### src/rtl/kdl_pkg.sv
// kdl_pkg: shared types, codes and constants of the keypad door lock controller.
// No dependencies; used by every other file of the block.
`default_nettype none

package kdl_pkg;

    localparam int KEY_DEPTH_DEF  = 16;
    localparam int LINE_DEPTH_DEF = 32;
    localparam int PASS_MAX       = 8;
    localparam int SYM_W          = 8;
    localparam int ELAPSED_W      = 17;
    localparam int CFG_IDX_W      = 2;

    localparam logic [15:0] OPEN_TIMEOUT_RST = 16'd5000;
    localparam logic [15:0] BEAT_PERIOD_RST  = 16'd1000;

    localparam logic [SYM_W-1:0] SYM_KEY_TERM = 8'h23;
    localparam logic [SYM_W-1:0] SYM_CR       = 8'h0D;
    localparam logic [SYM_W-1:0] SYM_LF       = 8'h0A;

    localparam logic [1:0] PRESS_SINGLE = 2'd1;
    localparam logic [1:0] PRESS_DOUBLE = 2'd2;

    localparam int CMD_LEN = 5;
    // element 0 is the first character
    localparam logic [CMD_LEN-1:0][SYM_W-1:0] CMD_OPEN  = {8'h23, 8'h2A, 8'h4F, 8'h2A, 8'h23};
    localparam logic [CMD_LEN-1:0][SYM_W-1:0] CMD_CLOSE = {8'h23, 8'h2A, 8'h43, 8'h2A, 8'h23};

    typedef enum logic [1:0] {
        KIND_TICK   = 2'd0,
        KIND_BUTTON = 2'd1,
        KIND_KEY    = 2'd2,
        KIND_SERIAL = 2'd3
    } t_kind;

    typedef enum logic [3:0] {
        EV_NONE         = 4'd0,
        EV_PASS_OPEN    = 4'd1,
        EV_DEBUG_OPEN   = 4'd2,
        EV_DEBUG_CLOSE  = 4'd3,
        EV_BUTTON_OPEN  = 4'd4,
        EV_BUTTON_CLOSE = 4'd5,
        EV_BUTTON_PERM  = 4'd6,
        EV_DENIED       = 4'd7,
        EV_TIMEOUT      = 4'd8
    } t_event;

    typedef enum logic [1:0] {
        DOOR_CLOSED = 2'd0,
        DOOR_TEMP   = 2'd1,
        DOOR_PERM   = 2'd2
    } t_door;

    typedef enum logic [CFG_IDX_W-1:0] {
        CFG_PASS_CHARS = 2'd0,
        CFG_PASS_LEN   = 2'd1,
        CFG_TIMEOUT    = 2'd2,
        CFG_PERIOD     = 2'd3
    } t_cfg_idx;

    typedef logic [PASS_MAX-1:0][SYM_W-1:0] t_bytes;

    // gathered sequence handed to the matcher; len is valid when over is low
    typedef struct packed {
        logic   fire;
        logic   over;
        logic   [3:0] len;
        t_bytes bytes;
    } t_judge_req;

    typedef struct packed {
        logic   door_open;
        t_door  door_mode;
        t_event event_res;
        logic   heartbeat_led;
    } t_status;

endpackage

`default_nettype wire

### src/rtl/kdl_if.sv
// kdl_if: valid/ready channel interfaces for input words, result words and config writes.
// Depends on kdl_pkg for field widths.
`default_nettype none

interface kdl_item_if;
    logic                        valid;
    logic                        ready;
    logic [1:0]                  mode;
    logic [1:0]                  tap_count;
    logic [kdl_pkg::SYM_W-1:0]   symbol;

    modport source (output valid, output mode, output tap_count, output symbol, input ready);
    modport sink   (input valid, input mode, input tap_count, input symbol, output ready);
endinterface

interface kdl_result_if;
    logic       valid;
    logic       ready;
    logic       door_open;
    logic [1:0] door_mode;
    logic [3:0] event_res;
    logic       heartbeat_led;

    modport source (output valid, output door_open, output door_mode, output event_res,
                    output heartbeat_led, input ready);
    modport sink   (input valid, input door_open, input door_mode, input event_res,
                    input heartbeat_led, output ready);
endinterface

interface kdl_cfg_if;
    logic                            valid;
    logic                            ready;
    logic [kdl_pkg::CFG_IDX_W-1:0]   reg_index;
    logic [63:0]                     wdata;

    modport source (output valid, output reg_index, output wdata, input ready);
    modport sink   (input valid, input reg_index, input wdata, output ready);
endinterface

`default_nettype wire

### src/rtl/kdl_gather.sv
// kdl_gather: collects keypad keys or serial characters and raises a judge request.
// Depends on kdl_pkg. Only the first PASS_MAX bytes are kept; longer sequences never match.
`default_nettype none

module kdl_gather #(
    parameter int DEPTH     = kdl_pkg::KEY_DEPTH_DEF,
    parameter bit LINE_MODE = 1'b0
) (
    input  wire logic                      i_clk,
    input  wire logic                      i_rst_n,
    input  wire logic                      i_step,
    input  wire logic                      i_sel,
    input  wire logic [kdl_pkg::SYM_W-1:0] i_sym,
    output kdl_pkg::t_judge_req            o_req
);

    localparam int CW = $clog2(DEPTH);
    localparam int XW = CW + 4;

    logic [CW-1:0]   r_count, n_count;
    kdl_pkg::t_bytes r_bytes, n_bytes;

    logic [XW-1:0] cnt_x;
    logic [XW-1:0] inc_x;
    logic [XW-1:0] len_x;
    logic [2:0]    wr_idx;
    logic          can_store;
    logic          fire;
    logic          term;
    kdl_pkg::t_bytes wr_bytes;

    always_comb begin
        cnt_x     = XW'(r_count);
        inc_x     = cnt_x + XW'(1);
        can_store = cnt_x < XW'(DEPTH - 1);
        wr_idx    = cnt_x[2:0];
        wr_bytes  = r_bytes;
        if (cnt_x < XW'(kdl_pkg::PASS_MAX)) begin
            wr_bytes[wr_idx] = i_sym;
        end
        n_count = r_count;
        n_bytes = r_bytes;
        len_x   = cnt_x;
        fire    = 1'b0;
        term    = 1'b0;
        if (LINE_MODE) begin
            term = (i_sym == kdl_pkg::SYM_CR) || (i_sym == kdl_pkg::SYM_LF);
            if (term) begin
                fire    = cnt_x != '0;
                n_count = '0;
            end else if (can_store) begin
                n_bytes = wr_bytes;
                n_count = inc_x[CW-1:0];
            end
        end else begin
            if (can_store) begin
                n_bytes = wr_bytes;
                len_x   = inc_x;
            end
            fire    = (i_sym == kdl_pkg::SYM_KEY_TERM) || (len_x >= XW'(DEPTH - 1));
            n_count = fire ? '0 : len_x[CW-1:0];
        end
    end

    always_comb begin
        o_req.fire  = i_sel && fire;
        o_req.over  = len_x > XW'(kdl_pkg::PASS_MAX);
        o_req.len   = len_x[3:0];
        o_req.bytes = n_bytes;
        if (LINE_MODE && term) begin
            o_req.bytes = r_bytes;
        end
    end

    always_ff @(posedge i_clk) begin
        if (!i_rst_n) begin
            r_count <= '0;
        end else if (i_step && i_sel) begin
            r_count <= n_count;
        end
    end

    always_ff @(posedge i_clk) begin
        if (i_step && i_sel) begin
            r_bytes <= n_bytes;
        end
    end

endmodule

`default_nettype wire

### src/rtl/kdl_match.sv
// kdl_match: compares a gathered sequence with the debug commands and the password.
// Depends on kdl_pkg. Purely combinational.
`default_nettype none

module kdl_match (
    input  kdl_pkg::t_judge_req i_req,
    input  wire logic [63:0]    i_pass_chars,
    input  wire logic [3:0]     i_pass_len,
    output kdl_pkg::t_event     o_verdict
);

    logic is_cmd_len;
    logic open_hit;
    logic close_hit;
    logic pass_hit;

    always_comb begin
        is_cmd_len = !i_req.over && (i_req.len == 4'(kdl_pkg::CMD_LEN));
        open_hit   = is_cmd_len;
        close_hit  = is_cmd_len;
        for (int i = 0; i < kdl_pkg::CMD_LEN; i++) begin
            open_hit  = open_hit && (i_req.bytes[i] == kdl_pkg::CMD_OPEN[i]);
            close_hit = close_hit && (i_req.bytes[i] == kdl_pkg::CMD_CLOSE[i]);
        end
        pass_hit = (i_pass_len != 4'd0) && (i_pass_len <= 4'(kdl_pkg::PASS_MAX))
                   && !i_req.over && (i_req.len == i_pass_len);
        for (int i = 0; i < kdl_pkg::PASS_MAX; i++) begin
            if (4'(i) < i_req.len) begin
                pass_hit = pass_hit && (i_req.bytes[i] == i_pass_chars[8*i +: 8]);
            end
        end
        if (open_hit) begin
            o_verdict = kdl_pkg::EV_DEBUG_OPEN;
        end else if (close_hit) begin
            o_verdict = kdl_pkg::EV_DEBUG_CLOSE;
        end else if (pass_hit) begin
            o_verdict = kdl_pkg::EV_PASS_OPEN;
        end else begin
            o_verdict = kdl_pkg::EV_DENIED;
        end
    end

endmodule

`default_nettype wire

### src/rtl/kdl_ctrl.sv
// kdl_ctrl: door state machine, open timer and heartbeat timer.
// Depends on kdl_pkg. Gives the status after the current word.
`default_nettype none

module kdl_ctrl (
    input  wire logic            i_clk,
    input  wire logic            i_rst_n,
    input  wire logic            i_step,
    input  kdl_pkg::t_kind       i_kind,
    input  wire logic [1:0]      i_press,
    input  wire logic            i_judge_fire,
    input  kdl_pkg::t_event      i_verdict,
    input  wire logic [15:0]     i_open_timeout,
    input  wire logic [15:0]     i_beat_period,
    output kdl_pkg::t_status     o_status
);

    typedef enum logic [2:0] {
        LK_CLOSED = 3'b001,
        LK_TEMP   = 3'b010,
        LK_PERM   = 3'b100
    } t_lock;

    localparam int EW = kdl_pkg::ELAPSED_W;

    t_lock          r_lock, n_lock;
    logic [EW-1:0]  r_open_elapsed, n_open_elapsed;
    logic [EW-1:0]  r_beat_elapsed, n_beat_elapsed;
    logic           r_beat_level, n_beat_level;
    logic [EW-1:0]  open_inc;
    logic [EW-1:0]  beat_inc;
    kdl_pkg::t_event ev;

    always_comb begin
        open_inc       = (&r_open_elapsed) ? r_open_elapsed : r_open_elapsed + EW'(1);
        beat_inc       = (&r_beat_elapsed) ? r_beat_elapsed : r_beat_elapsed + EW'(1);
        n_lock         = r_lock;
        n_open_elapsed = r_open_elapsed;
        n_beat_elapsed = r_beat_elapsed;
        n_beat_level   = r_beat_level;
        ev             = kdl_pkg::EV_NONE;
        case (i_kind)
            kdl_pkg::KIND_TICK: begin
                if (r_lock == LK_TEMP) begin
                    n_open_elapsed = open_inc;
                    if (open_inc > EW'(i_open_timeout)) begin
                        n_lock = LK_CLOSED;
                        ev     = kdl_pkg::EV_TIMEOUT;
                    end
                end
                n_beat_elapsed = beat_inc;
                if (beat_inc > EW'(i_beat_period)) begin
                    n_beat_elapsed = '0;
                    n_beat_level   = !r_beat_level;
                end
            end
            kdl_pkg::KIND_BUTTON: begin
                if (i_press == kdl_pkg::PRESS_SINGLE) begin
                    if (r_lock == LK_CLOSED) begin
                        n_lock         = LK_TEMP;
                        n_open_elapsed = '0;
                        ev             = kdl_pkg::EV_BUTTON_OPEN;
                    end else if (r_lock == LK_PERM) begin
                        n_lock = LK_CLOSED;
                        ev     = kdl_pkg::EV_BUTTON_CLOSE;
                    end
                end else if (i_press == kdl_pkg::PRESS_DOUBLE) begin
                    n_lock = LK_PERM;
                    ev     = kdl_pkg::EV_BUTTON_PERM;
                end
            end
            kdl_pkg::KIND_KEY, kdl_pkg::KIND_SERIAL: begin
                if (i_judge_fire) begin
                    ev = i_verdict;
                    case (i_verdict)
                        kdl_pkg::EV_DEBUG_OPEN: begin
                            n_lock = LK_PERM;
                        end
                        kdl_pkg::EV_DEBUG_CLOSE: begin
                            n_lock = LK_CLOSED;
                        end
                        kdl_pkg::EV_PASS_OPEN: begin
                            n_lock         = LK_TEMP;
                            n_open_elapsed = '0;
                        end
                        default: begin
                        end
                    endcase
                end
            end
            default: begin
            end
        endcase
    end

    always_comb begin
        case (n_lock)
            LK_TEMP:   o_status.door_mode = kdl_pkg::DOOR_TEMP;
            LK_PERM:   o_status.door_mode = kdl_pkg::DOOR_PERM;
            default:   o_status.door_mode = kdl_pkg::DOOR_CLOSED;
        endcase
        o_status.door_open     = n_lock != LK_CLOSED;
        o_status.event_res     = ev;
        o_status.heartbeat_led = n_beat_level;
    end

    always_ff @(posedge i_clk) begin
        if (!i_rst_n) begin
            r_lock         <= LK_CLOSED;
            r_open_elapsed <= '0;
            r_beat_elapsed <= '0;
            r_beat_level   <= 1'b0;
        end else if (i_step) begin
            r_lock         <= n_lock;
            r_open_elapsed <= n_open_elapsed;
            r_beat_elapsed <= n_beat_elapsed;
            r_beat_level   <= n_beat_level;
        end
    end

endmodule

`default_nettype wire

### src/rtl/keypad_door_lock_controller_core.sv
// keypad_door_lock_controller_core: top level of the keypad door lock controller.
// Depends on kdl_pkg, kdl_if, kdl_gather, kdl_match and kdl_ctrl.
//
// Takes one input word per cycle (tick, button event, keypad key or serial character)
// and returns exactly one result word per input word: door state, event code and
// heartbeat level after that word. Each word passes an input register, the state
// update and compare logic, and a result register; a new word can enter every cycle
// while results are taken, and while a result waits the input register holds one
// more word before the input stalls. Config writes are accepted every cycle and
// must only be issued while no word is in flight. No clearing pass after reset.
`default_nettype none

module keypad_door_lock_controller_core #(
    parameter int KEY_DEPTH  = kdl_pkg::KEY_DEPTH_DEF,
    parameter int LINE_DEPTH = kdl_pkg::LINE_DEPTH_DEF
) (
    input  wire logic     i_clk,
    input  wire logic     i_rst_n,
    kdl_item_if.sink      i_item,
    kdl_cfg_if.sink       i_cfg,
    kdl_result_if.source  o_result
);

    logic [63:0] r_pass_chars;
    logic [3:0]  r_pass_len;
    logic [15:0] r_open_timeout;
    logic [15:0] r_beat_period;

    logic                      r_s1_valid;
    kdl_pkg::t_kind            r_s1_kind;
    logic [1:0]                r_s1_press;
    logic [kdl_pkg::SYM_W-1:0] r_s1_sym;

    logic             r_out_valid;
    kdl_pkg::t_status r_out;

    logic                s2_adv;
    logic                step;
    kdl_pkg::t_judge_req key_req;
    kdl_pkg::t_judge_req line_req;
    kdl_pkg::t_judge_req sel_req;
    kdl_pkg::t_event     verdict;
    kdl_pkg::t_status    status;

    assign s2_adv       = !r_out_valid || o_result.ready;
    assign step         = r_s1_valid && s2_adv;
    assign i_item.ready = !r_s1_valid || s2_adv;
    assign i_cfg.ready  = 1'b1;

    always_ff @(posedge i_clk) begin
        if (!i_rst_n) begin
            r_pass_chars   <= '0;
            r_pass_len     <= '0;
            r_open_timeout <= kdl_pkg::OPEN_TIMEOUT_RST;
            r_beat_period  <= kdl_pkg::BEAT_PERIOD_RST;
        end else if (i_cfg.valid) begin
            case (i_cfg.reg_index)
                kdl_pkg::CFG_PASS_CHARS: r_pass_chars   <= i_cfg.wdata;
                kdl_pkg::CFG_PASS_LEN:   r_pass_len     <= i_cfg.wdata[3:0];
                kdl_pkg::CFG_TIMEOUT:    r_open_timeout <= i_cfg.wdata[15:0];
                kdl_pkg::CFG_PERIOD:     r_beat_period  <= i_cfg.wdata[15:0];
                default: begin
                end
            endcase
        end
    end

    always_ff @(posedge i_clk) begin
        if (!i_rst_n) begin
            r_s1_valid <= 1'b0;
        end else if (i_item.ready) begin
            r_s1_valid <= i_item.valid;
        end
    end

    always_ff @(posedge i_clk) begin
        if (i_item.valid && i_item.ready) begin
            r_s1_kind  <= kdl_pkg::t_kind'(i_item.mode);
            r_s1_press <= i_item.tap_count;
            r_s1_sym   <= i_item.symbol;
        end
    end

    kdl_gather #(
        .DEPTH     (KEY_DEPTH),
        .LINE_MODE (1'b0)
    ) u_key (
        .i_clk   (i_clk),
        .i_rst_n (i_rst_n),
        .i_step  (step),
        .i_sel   (r_s1_kind == kdl_pkg::KIND_KEY),
        .i_sym   (r_s1_sym),
        .o_req   (key_req)
    );

    kdl_gather #(
        .DEPTH     (LINE_DEPTH),
        .LINE_MODE (1'b1)
    ) u_line (
        .i_clk   (i_clk),
        .i_rst_n (i_rst_n),
        .i_step  (step),
        .i_sel   (r_s1_kind == kdl_pkg::KIND_SERIAL),
        .i_sym   (r_s1_sym),
        .o_req   (line_req)
    );

    assign sel_req = (r_s1_kind == kdl_pkg::KIND_KEY) ? key_req : line_req;

    kdl_match u_match (
        .i_req        (sel_req),
        .i_pass_chars (r_pass_chars),
        .i_pass_len   (r_pass_len),
        .o_verdict    (verdict)
    );

    kdl_ctrl u_ctrl (
        .i_clk          (i_clk),
        .i_rst_n        (i_rst_n),
        .i_step         (step),
        .i_kind         (r_s1_kind),
        .i_press        (r_s1_press),
        .i_judge_fire   (sel_req.fire),
        .i_verdict      (verdict),
        .i_open_timeout (r_open_timeout),
        .i_beat_period  (r_beat_period),
        .o_status       (status)
    );

    always_ff @(posedge i_clk) begin
        if (!i_rst_n) begin
            r_out_valid <= 1'b0;
        end else if (s2_adv) begin
            r_out_valid <= step;
        end
    end

    always_ff @(posedge i_clk) begin
        if (step) begin
            r_out <= status;
        end
    end

    assign o_result.valid         = r_out_valid;
    assign o_result.door_open     = r_out.door_open;
    assign o_result.door_mode     = r_out.door_mode;
    assign o_result.event_res     = r_out.event_res;
    assign o_result.heartbeat_led = r_out.heartbeat_led;

endmodule

`default_nettype wire

### src/flat_wrapper.sv
// flat-port wrapper written by rule: the top's interface ports become plain ports
module keypad_door_lock_controller_core_flat 
#(
    parameter int KEY_DEPTH  = kdl_pkg::KEY_DEPTH_DEF,
    parameter int LINE_DEPTH = kdl_pkg::LINE_DEPTH_DEF
)
  (i_clk, i_rst_n, i_item_valid, i_item_mode, i_item_tap_count, i_item_symbol, i_item_ready, i_cfg_valid, i_cfg_reg_index, i_cfg_wdata, i_cfg_ready, o_result_valid, o_result_door_open, o_result_door_mode, o_result_event_res, o_result_heartbeat_led, o_result_ready);
  kdl_item_if i_item_i ();
  kdl_cfg_if i_cfg_i ();
  kdl_result_if o_result_i ();
  input  wire logic i_clk;
  input  wire logic i_rst_n;
  input wire logic [$bits(i_item_i.valid)-1:0] i_item_valid;
  input wire logic [$bits(i_item_i.mode)-1:0] i_item_mode;
  input wire logic [$bits(i_item_i.tap_count)-1:0] i_item_tap_count;
  input wire logic [$bits(i_item_i.symbol)-1:0] i_item_symbol;
  output wire logic [$bits(i_item_i.ready)-1:0] i_item_ready;
  input wire logic [$bits(i_cfg_i.valid)-1:0] i_cfg_valid;
  input wire logic [$bits(i_cfg_i.reg_index)-1:0] i_cfg_reg_index;
  input wire logic [$bits(i_cfg_i.wdata)-1:0] i_cfg_wdata;
  output wire logic [$bits(i_cfg_i.ready)-1:0] i_cfg_ready;
  output wire logic [$bits(o_result_i.valid)-1:0] o_result_valid;
  output wire logic [$bits(o_result_i.door_open)-1:0] o_result_door_open;
  output wire logic [$bits(o_result_i.door_mode)-1:0] o_result_door_mode;
  output wire logic [$bits(o_result_i.event_res)-1:0] o_result_event_res;
  output wire logic [$bits(o_result_i.heartbeat_led)-1:0] o_result_heartbeat_led;
  input wire logic [$bits(o_result_i.ready)-1:0] o_result_ready;
  assign i_item_i.valid = i_item_valid;
  assign i_item_i.mode = i_item_mode;
  assign i_item_i.tap_count = i_item_tap_count;
  assign i_item_i.symbol = i_item_symbol;
  assign i_item_ready = i_item_i.ready;
  assign i_cfg_i.valid = i_cfg_valid;
  assign i_cfg_i.reg_index = i_cfg_reg_index;
  assign i_cfg_i.wdata = i_cfg_wdata;
  assign i_cfg_ready = i_cfg_i.ready;
  assign o_result_valid = o_result_i.valid;
  assign o_result_door_open = o_result_i.door_open;
  assign o_result_door_mode = o_result_i.door_mode;
  assign o_result_event_res = o_result_i.event_res;
  assign o_result_heartbeat_led = o_result_i.heartbeat_led;
  assign o_result_i.ready = o_result_ready;
  keypad_door_lock_controller_core #(.KEY_DEPTH(KEY_DEPTH), .LINE_DEPTH(LINE_DEPTH)) u_core (.i_clk(i_clk), .i_rst_n(i_rst_n), .i_item(i_item_i), .i_cfg(i_cfg_i), .o_result(o_result_i));
endmodule
### config.mk
export PLATFORM = sky130hd
export DESIGN_NAME = keypad_door_lock_controller_core_flat
export DESIGN_NICKNAME = d
export VERILOG_FILES = /design/src/rtl/kdl_pkg.sv /design/src/rtl/kdl_if.sv /design/src/rtl/kdl_gather.sv /design/src/rtl/kdl_match.sv /design/src/rtl/kdl_ctrl.sv /design/src/rtl/keypad_door_lock_controller_core.sv /design/src/flat_wrapper.sv
export SDC_FILE = /design/constraint.sdc
export NUM_CORES = 1
export LEC_CHECK = 0
export ABC_CLOCK_PERIOD_IN_PS = 6060
export CORE_ASPECT_RATIO = 1.1
export CORE_MARGIN = 1.5
export CORE_UTILIZATION = 60
export CTS_CLUSTER_DIAMETER = 50
export DETAILED_ROUTE_END_ITERATION = 10
export DONT_BUFFER_PORTS = 1
export PLACE_DENSITY_LB_ADDON = 0.12
export SYNTH_ARGS = -nofsm -noshare
export SYNTH_HDL_FRONTEND = slang
export SYNTH_SLANG_ARGS = --single-unit
export TNS_END_PERCENT = 50
### constraint.sdc
create_clock -name i_clk -period 6.06 [get_ports i_clk]
set_clock_uncertainty 0.05 [all_clocks]
set_input_delay 1.212 -clock i_clk [delete_from_list [all_inputs] [get_ports i_clk]]
set_output_delay 1.212 -clock i_clk [all_outputs]
set_load 0.02 [all_outputs]
==> results of run 1 <==
path summary, 6_finish.rpt:
check	startpoint	slack, ns	end	cells past startpoint
max	u_core.u_line.r_count[2]	0.81	u_core.o_result.door_mode[1]	12
min	u_core.r_pass_chars[35]	0.41	u_core.r_pass_chars[35]	2
max reg2reg	u_core.u_line.r_count[2]	0.81	u_core.o_result.door_mode[1]	12
min reg2reg	u_core.r_pass_chars[35]	0.41	u_core.r_pass_chars[35]	2
stage by stage:
stage	utilization, %	cell area [um^2]	instances	total power, uW	worst slack [ns]
floorplan	-	17760	2117	2556	0.4360
global placement	62.67	18090	2382	2686	0.9693
detailed placement	62.67	18090	2382	2696	0.8675
CTS	66.99	19340	2452	4918	0.8616
global route	66.99	19340	2452	5052	0.4525
finish	66.99	19340	2452	4914	0.8085
area by class of cell:
cell class	count	area [um^2]
Clock inverter	24	214.0
Tap cell	368	460.4
Sequential cell	297	7427
Clock buffer	46	1032
Inverter	62	235.2
Timing Repair Buffer	54	455.4
Fill cell	2372	9532
Multi-Input combinational cell	1601	9515
kinds of logic after synthesis:
family / count (synthesis)
adders and majority gates: 37
muxes: 69
and+or+nand+nor: 936
buffers and inverters: 219
DFF: 297
AOI/OAI and AO/OA: 497
other: 1
xor gates and xnor gates: 61
Yosys cell counts, drive strengths merged, types with 12 or more instances:
| cell type | number |
|---|---|
| o32ai | 12 |
| nand3 | 57 |
| nand4 | 37 |
| a31o | 12 |
| buf | 36 |
| ha | 37 |
| mux2 | 47 |
| clkbuf | 121 |
| inv | 61 |
| nor3 | 30 |
| nor4 | 21 |
| nor2b | 14 |
| o21a | 22 |
| and2 | 20 |
| nand2 | 517 |
| o211ai | 44 |
| mux2i | 22 |
| o21ai | 83 |
| a31oi | 17 |
| xor2 | 23 |
| xnor2 | 38 |
| nor2 | 88 |
| dfxtp | 149 |
| edfxtp | 148 |
| and3 | 28 |
| or3 | 31 |
| nand2b | 15 |
| a211o | 16 |
| a21oi | 176 |
per-layer routing:
layer | GRT usage [%] | share of wire, % | up-vias
li1 | - | - | 7506
met1 | 44.82 | 40 | 7689
met2 | 58.41 | 46 | 840
met3 | 5.877 | 8.5 | 174
met4 | 19.93 | 5.5 | 0
met5 | 0 | 0 | -
worst register-to-register path, delay by kind of cell, from the launching register on:
family,cells,cell delay [ns]
mux,2,0.81
simple gates,6,2.07
flops,1,0.46
compound gates,3,1.33
buf+inv,1,0.26
power breakdown:
group	internal [uW]	switching (uW)	total, uW	leakage (uW)
clock network	1320	926	2250	0.000602
registers	2160	51.8	2210	0.00246
logic	155	303	458	0.00393
==> summary.md, run 1 <==
| Metric | Value |
|---|---|
| Most frequent cells in the layout | `nand2_1, a21oi_1, dfxtp_1` |
| Bufs on Longest Clock Path | `3` |
| Syn Nets | `2237` |
| Final Hold Slack | `0.4065 ns` |
| RSZ-0062 raised after global routing | `no` |
| Lkg Pwr | `0.006989 uW` |
| Setup TNS Final | `0 ns` |
| IO Pins | `94` |
| Hold Buf Count CTS | `0` |
| Drt via density | `6.611` |
| Critical Path Slowest Stage Cell | `a211oi_1` |
| Max Clk Rate | `190.4 MHz` |
| Vias in the first global route | `15180` |
| Hold WC Path Type | `reg -> reg` |
| Cells after synthesis | `2117` |
| Post-detail-place hpwl | `37710 um` |
| Post-route ant nets | `0` |
| Worst endpoint required time | `6.29 ns` |
| Initial antenna violation count | `0` |
| Final count of hold timing violations | `0` |
| GRT overflow | `0` |
| Final wirelength | `55020 um` |
| Drt drc | `0` |
| Main flop type after synthesis | `dfxtp_1` |
| Max VDD drop | `0.2234 mV` |
| Crit end category | `flip-flop` |
| Ant diodes | `0` |
| H-tree Lvls | `2` |
| Multiplexer share of the synthesized area | `4.242%` |
| Worst-path clk slew | `0.06 ns` |
| Post-synthesis adder-cell area fraction | `2.607%` |
| Largest family of logic cells by synthesized area | `simple AND/OR/NAND/NOR gates` |
| Setup Buffers After CTS | `0` |
| GRT Total Usage | `35.55%` |
| Clock Latency Late Sink | `0.54 ns` |
| # rows | `65` |
| DR WL/cell | `22.44 um` |
| DIE AREA | `30640 um^2` |
| Final #Nets | `2175` |
| IO Port Bufs | `0` |
| Final setup viols | `0` |
| Slew headroom | `26.30%` |
| Yosys cell types | `94` |
| Pwr Density | `254.1 nW/um^2` |
| CTS root buf | `clkbuf_16` |
| Max Cap Viol | `0` |
| Yosys warnings | `0` |
| # clock sinks | `297` |
| Crit Path Category | `reg -> reg` |
| Largest net degree at the start of global routing | `72` |
| Synth Area in XOR/XNOR | `3.009%` |
| EDFF count, synth | `148` |
| Tcrit/Tclk final | `86.66%` |
| Kind of cell adding the most delay to the critical path | `simple AND/OR/NAND/NOR gates` |
| TritonCTS clock tree | `done` |
| Initial DRT Pass Iterations | `5` |
| Post_cts resized | `0` |
| Outcome | `completed` |
| Mapped Area | `17760 um^2` |
| Initial Util | `61.50%` |
| Max-slew violations | `0` |
| Synth-to-Final Area Change | `8.913%` |
| Startpoint class of the critical path | `flip-flop` |
| Core area | `28870 um^2` |
| Slew @ Worst Pin | `1.104 ns` |
| Worst endpoint data arrival time | `5.48 ns` |
| Tmin final | `5.252 ns` |
| Height of the die | `183.4 um` |
| Via count | `16210` |
| Synth Area in Simple Gates | `25.10%` |
| Largest cells by area after synthesis | `edfxtp_1, dfxtp_1, nand2_1` |
| TritonCTS Buffers | `39` |
| Top-area cell type share of the netlist area | `25.03%` |
| CP cell instances | `buf_4, or3b_2, nor2_1, a21oi_1, a211oi_1, mux2i_1, nand4_1, o41a_1, nor3_1, and2_1, mux2_2, nor3b_2` |
| Buffers plus inverters on the worst setup path | `1` |
| Sequential share of the synthesized area | `41.83%` |
| Synth Register Bits | `297` |
| Leading area contributor after synthesis | `edfxtp_1` |
| DIE WIDTH | `167.0 um` |
| Synth Area in Compound Gates | `18.31%` |
| Iter 0 DRT Violations | `1911` |
| First-pass GRT wire length | `84900 um` |
| Most common cell after layout, fill and taps aside | `nand2_1` |
| CP max FO | `15` |
| Layout cells sized above 1 | `10.27%` |
| RD Place Congestion | `0.9644` |
| Synth async-reset ratio | `0%` |
| Post-Syn Area per Cell | `8.388 um^2` |
| Largest stage delay, worst path | `0.60 ns` |
No activity file was read; power rests on OpenSTA's default activity.
==> run 2: changes to the inputs <==
--- a/config.mk
+++ b/config.mk
@@ -7,7 +7,7 @@
 export LEC_CHECK = 0
 export ABC_CLOCK_PERIOD_IN_PS = 6060
 export CORE_ASPECT_RATIO = 1.1
-export CORE_MARGIN = 1.5
+export CORE_MARGIN = 2
 export CORE_UTILIZATION = 60
 export CTS_CLUSTER_DIAMETER = 50
 export DETAILED_ROUTE_END_ITERATION = 10
==> summary.md, run 2 (same netlist as run 1, synthesis figures left out) <==
| Metric | Value |
|---|---|
| Post-route design area | `19320 um^2` |
| Largest net degree at the start of global routing | `69` |
| Core area | `29320 um^2` |
| Initial Util | `60.57%` |
| CP cell instances | `and4_1, nand4_1, nor4_1, nand2_1, and4_1, and2_1, nand2_1, xnor2_1, ha_1, a21o_1, a211o_1, o221ai_1, a21oi_1, a2111oi_0, nor2_1, o41ai_1, a311oi_1, mux2_2, nor3b_2` |
| Final Non-Filler Cells | `2450` |
| Register area | `7427 um^2` |
| Startpoint class of the critical path | `flip-flop` |
| TritonCTS Buffers | `37` |
| M2 GR Usage | `57.39%` |
| # clock sinks | `297` |
| Post_cts resized | `0` |
| GRT Total Usage | `34.89%` |
| Outcome | `completed` |
| Post-route ant nets | `0` |
| Critical Path Slowest Stage Cell | `nor4_1` |
| Vias in the first global route | `14900` |
| Largest stage delay, worst path | `0.61 ns` |
| Most frequent cells in the layout | `nand2_1, a21oi_1, dfxtp_1` |
| Drt via density | `6.588` |
| IO Pins | `94` |
| RSZ-0062 raised after global routing | `no` |
| CTS root buf | `clkbuf_16` |
| Drt drc | `0` |
| Worst Setup SP | `u_core.u_ctrl.r_open_elapsed[6]` |
| Clock Latency Late Sink | `0.55 ns` |
| # rows | `66` |
| # placed instances | `2384` |
| Lkg Pwr | `0.006987 uW` |
| Slew headroom | `12.68%` |
| Crit end category | `flip-flop` |
| GRT overflow | `0` |
| Worst endpoint required time | `6.27 ns` |
| Hold Buf Count CTS | `0` |
| Met3 usage | `6.485%` |
| Pwr Density | `257.0 nW/um^2` |
| GR Util met1 | `43.68%` |
| Setup TNS Final | `0 ns` |
| IO Port Bufs | `0` |
| Final count of hold timing violations | `0` |
| Combined area of the multi-input logic cells | `9515 um^2` |
| Max VDD drop | `0.2097 mV` |
| Max Clk Rate | `179.5 MHz` |
| TritonCTS clock tree | `done` |
| Ant diodes | `0` |
| Bufs on Longest Clock Path | `3` |
| Worst-path clk slew | `0.06 ns` |
| Final Hold Slack | `0.4059 ns` |
| Setup Buffers After CTS | `0` |
| First-pass GRT wire length | `84280 um` |
| Final setup viols | `0` |
| Worst endpoint data arrival time | `5.78 ns` |
| Final wirelength | `54560 um` |
| DIE AREA | `30990 um^2` |
| Filler instances | `2435` |
| RD Place Congestion | `0.9983` |
| Initial antenna violation count | `0` |
| Tcrit/Tclk final | `91.92%` |
| H-tree Lvls | `2` |
| Hold WC Path Type | `reg -> reg` |
| Final #Nets | `2169` |
| Slew @ Worst Pin | `1.305 ns` |
| Layout cells sized above 1 | `10.02%` |
| Total power after layout | `4965 uW` |
| Via count | `16140` |
| Worst reg2reg startpoint | `u_core.u_ctrl.r_open_elapsed[6]` |
| Max-slew violations | `0` |
| Worst Hold Launch | `u_core.r_open_timeout[15]` |
| Max Cap Viol | `0` |
| Post-DP Area | `18050 um^2` |
| DR WL/cell | `22.27 um` |
| DIE WIDTH | `168.0 um` |
| Tmin final | `5.570 ns` |
| Height of the die | `184.4 um` |
| CP max FO | `8` |
| Most common cell after layout, fill and taps aside | `nand2_1` |
| Iter 0 DRT Violations | `1685` |
| GRT busiest layer | `met2` |
| Crit Path Category | `reg -> reg` |
| Synth-to-Final Area Change | `8.794%` |
| Post-detail-place hpwl | `37280 um` |
| Initial DRT Pass Iterations | `6` |
run 2: final timing paths:
kind / endpoint / slack, ns / depth (start not counted)
min: u_core.r_open_timeout[15] / 0.41 / 2
max reg2reg: u_core.o_result.door_mode[1] / 0.49 / 19
max: u_core.o_result.door_mode[1] / 0.49 / 19
min reg2reg: u_core.r_open_timeout[15] / 0.41 / 2
run 2: worst max-delay path, delay by kind of cell (launching register included):
kind / cells / cell delay [ns]
multiplexers: 1 / 0.34
XOR/XNOR: 1 / 0.13
adder cells (fa/ha/maj): 1 / 0.28
AND/OR/NAND/NOR: 9 / 2.30
flip-flops: 1 / 0.45
AO/OA/AOI/OAI: 7 / 1.73
run 2: metrics by stage:
| stage | utilization [%] | setup slack, ns |
|---|---|---|
| 3_5_place_dp | 61.56 | 0.5818 |
| 5_1_grt | 65.90 | 0.02672 |
| 6_report | 65.90 | 0.4899 |
| 2_1_floorplan | - | 0.4360 |
| 4_1_cts | 65.90 | 0.5299 |
| 3_3_place_gp | 61.56 | 0.6808 |
run 2: report_power, final:
group	internal, uW	switching (uW)
Combinational	156	298
Sequential	2160	53.7
Clock	1390	914
Total	3700	1270
run 2: cell type report:
type	instances	area share (%)
multi-input cells	1601	49.26
flip-flops and latches	297	38.45
clock buffers	51	5.764
well taps	374	2.422
repair buffers	50	2.073
inverters	62	1.218
clock inverters	15	0.8225
run 2: metal layers:
metal / wire length, um / vias up
met2: 25080 / 781
met5: 0 / -
met4: 3219 / 0
li1: - / 7514
met3: 4824 / 179
met1: 21440 / 7666
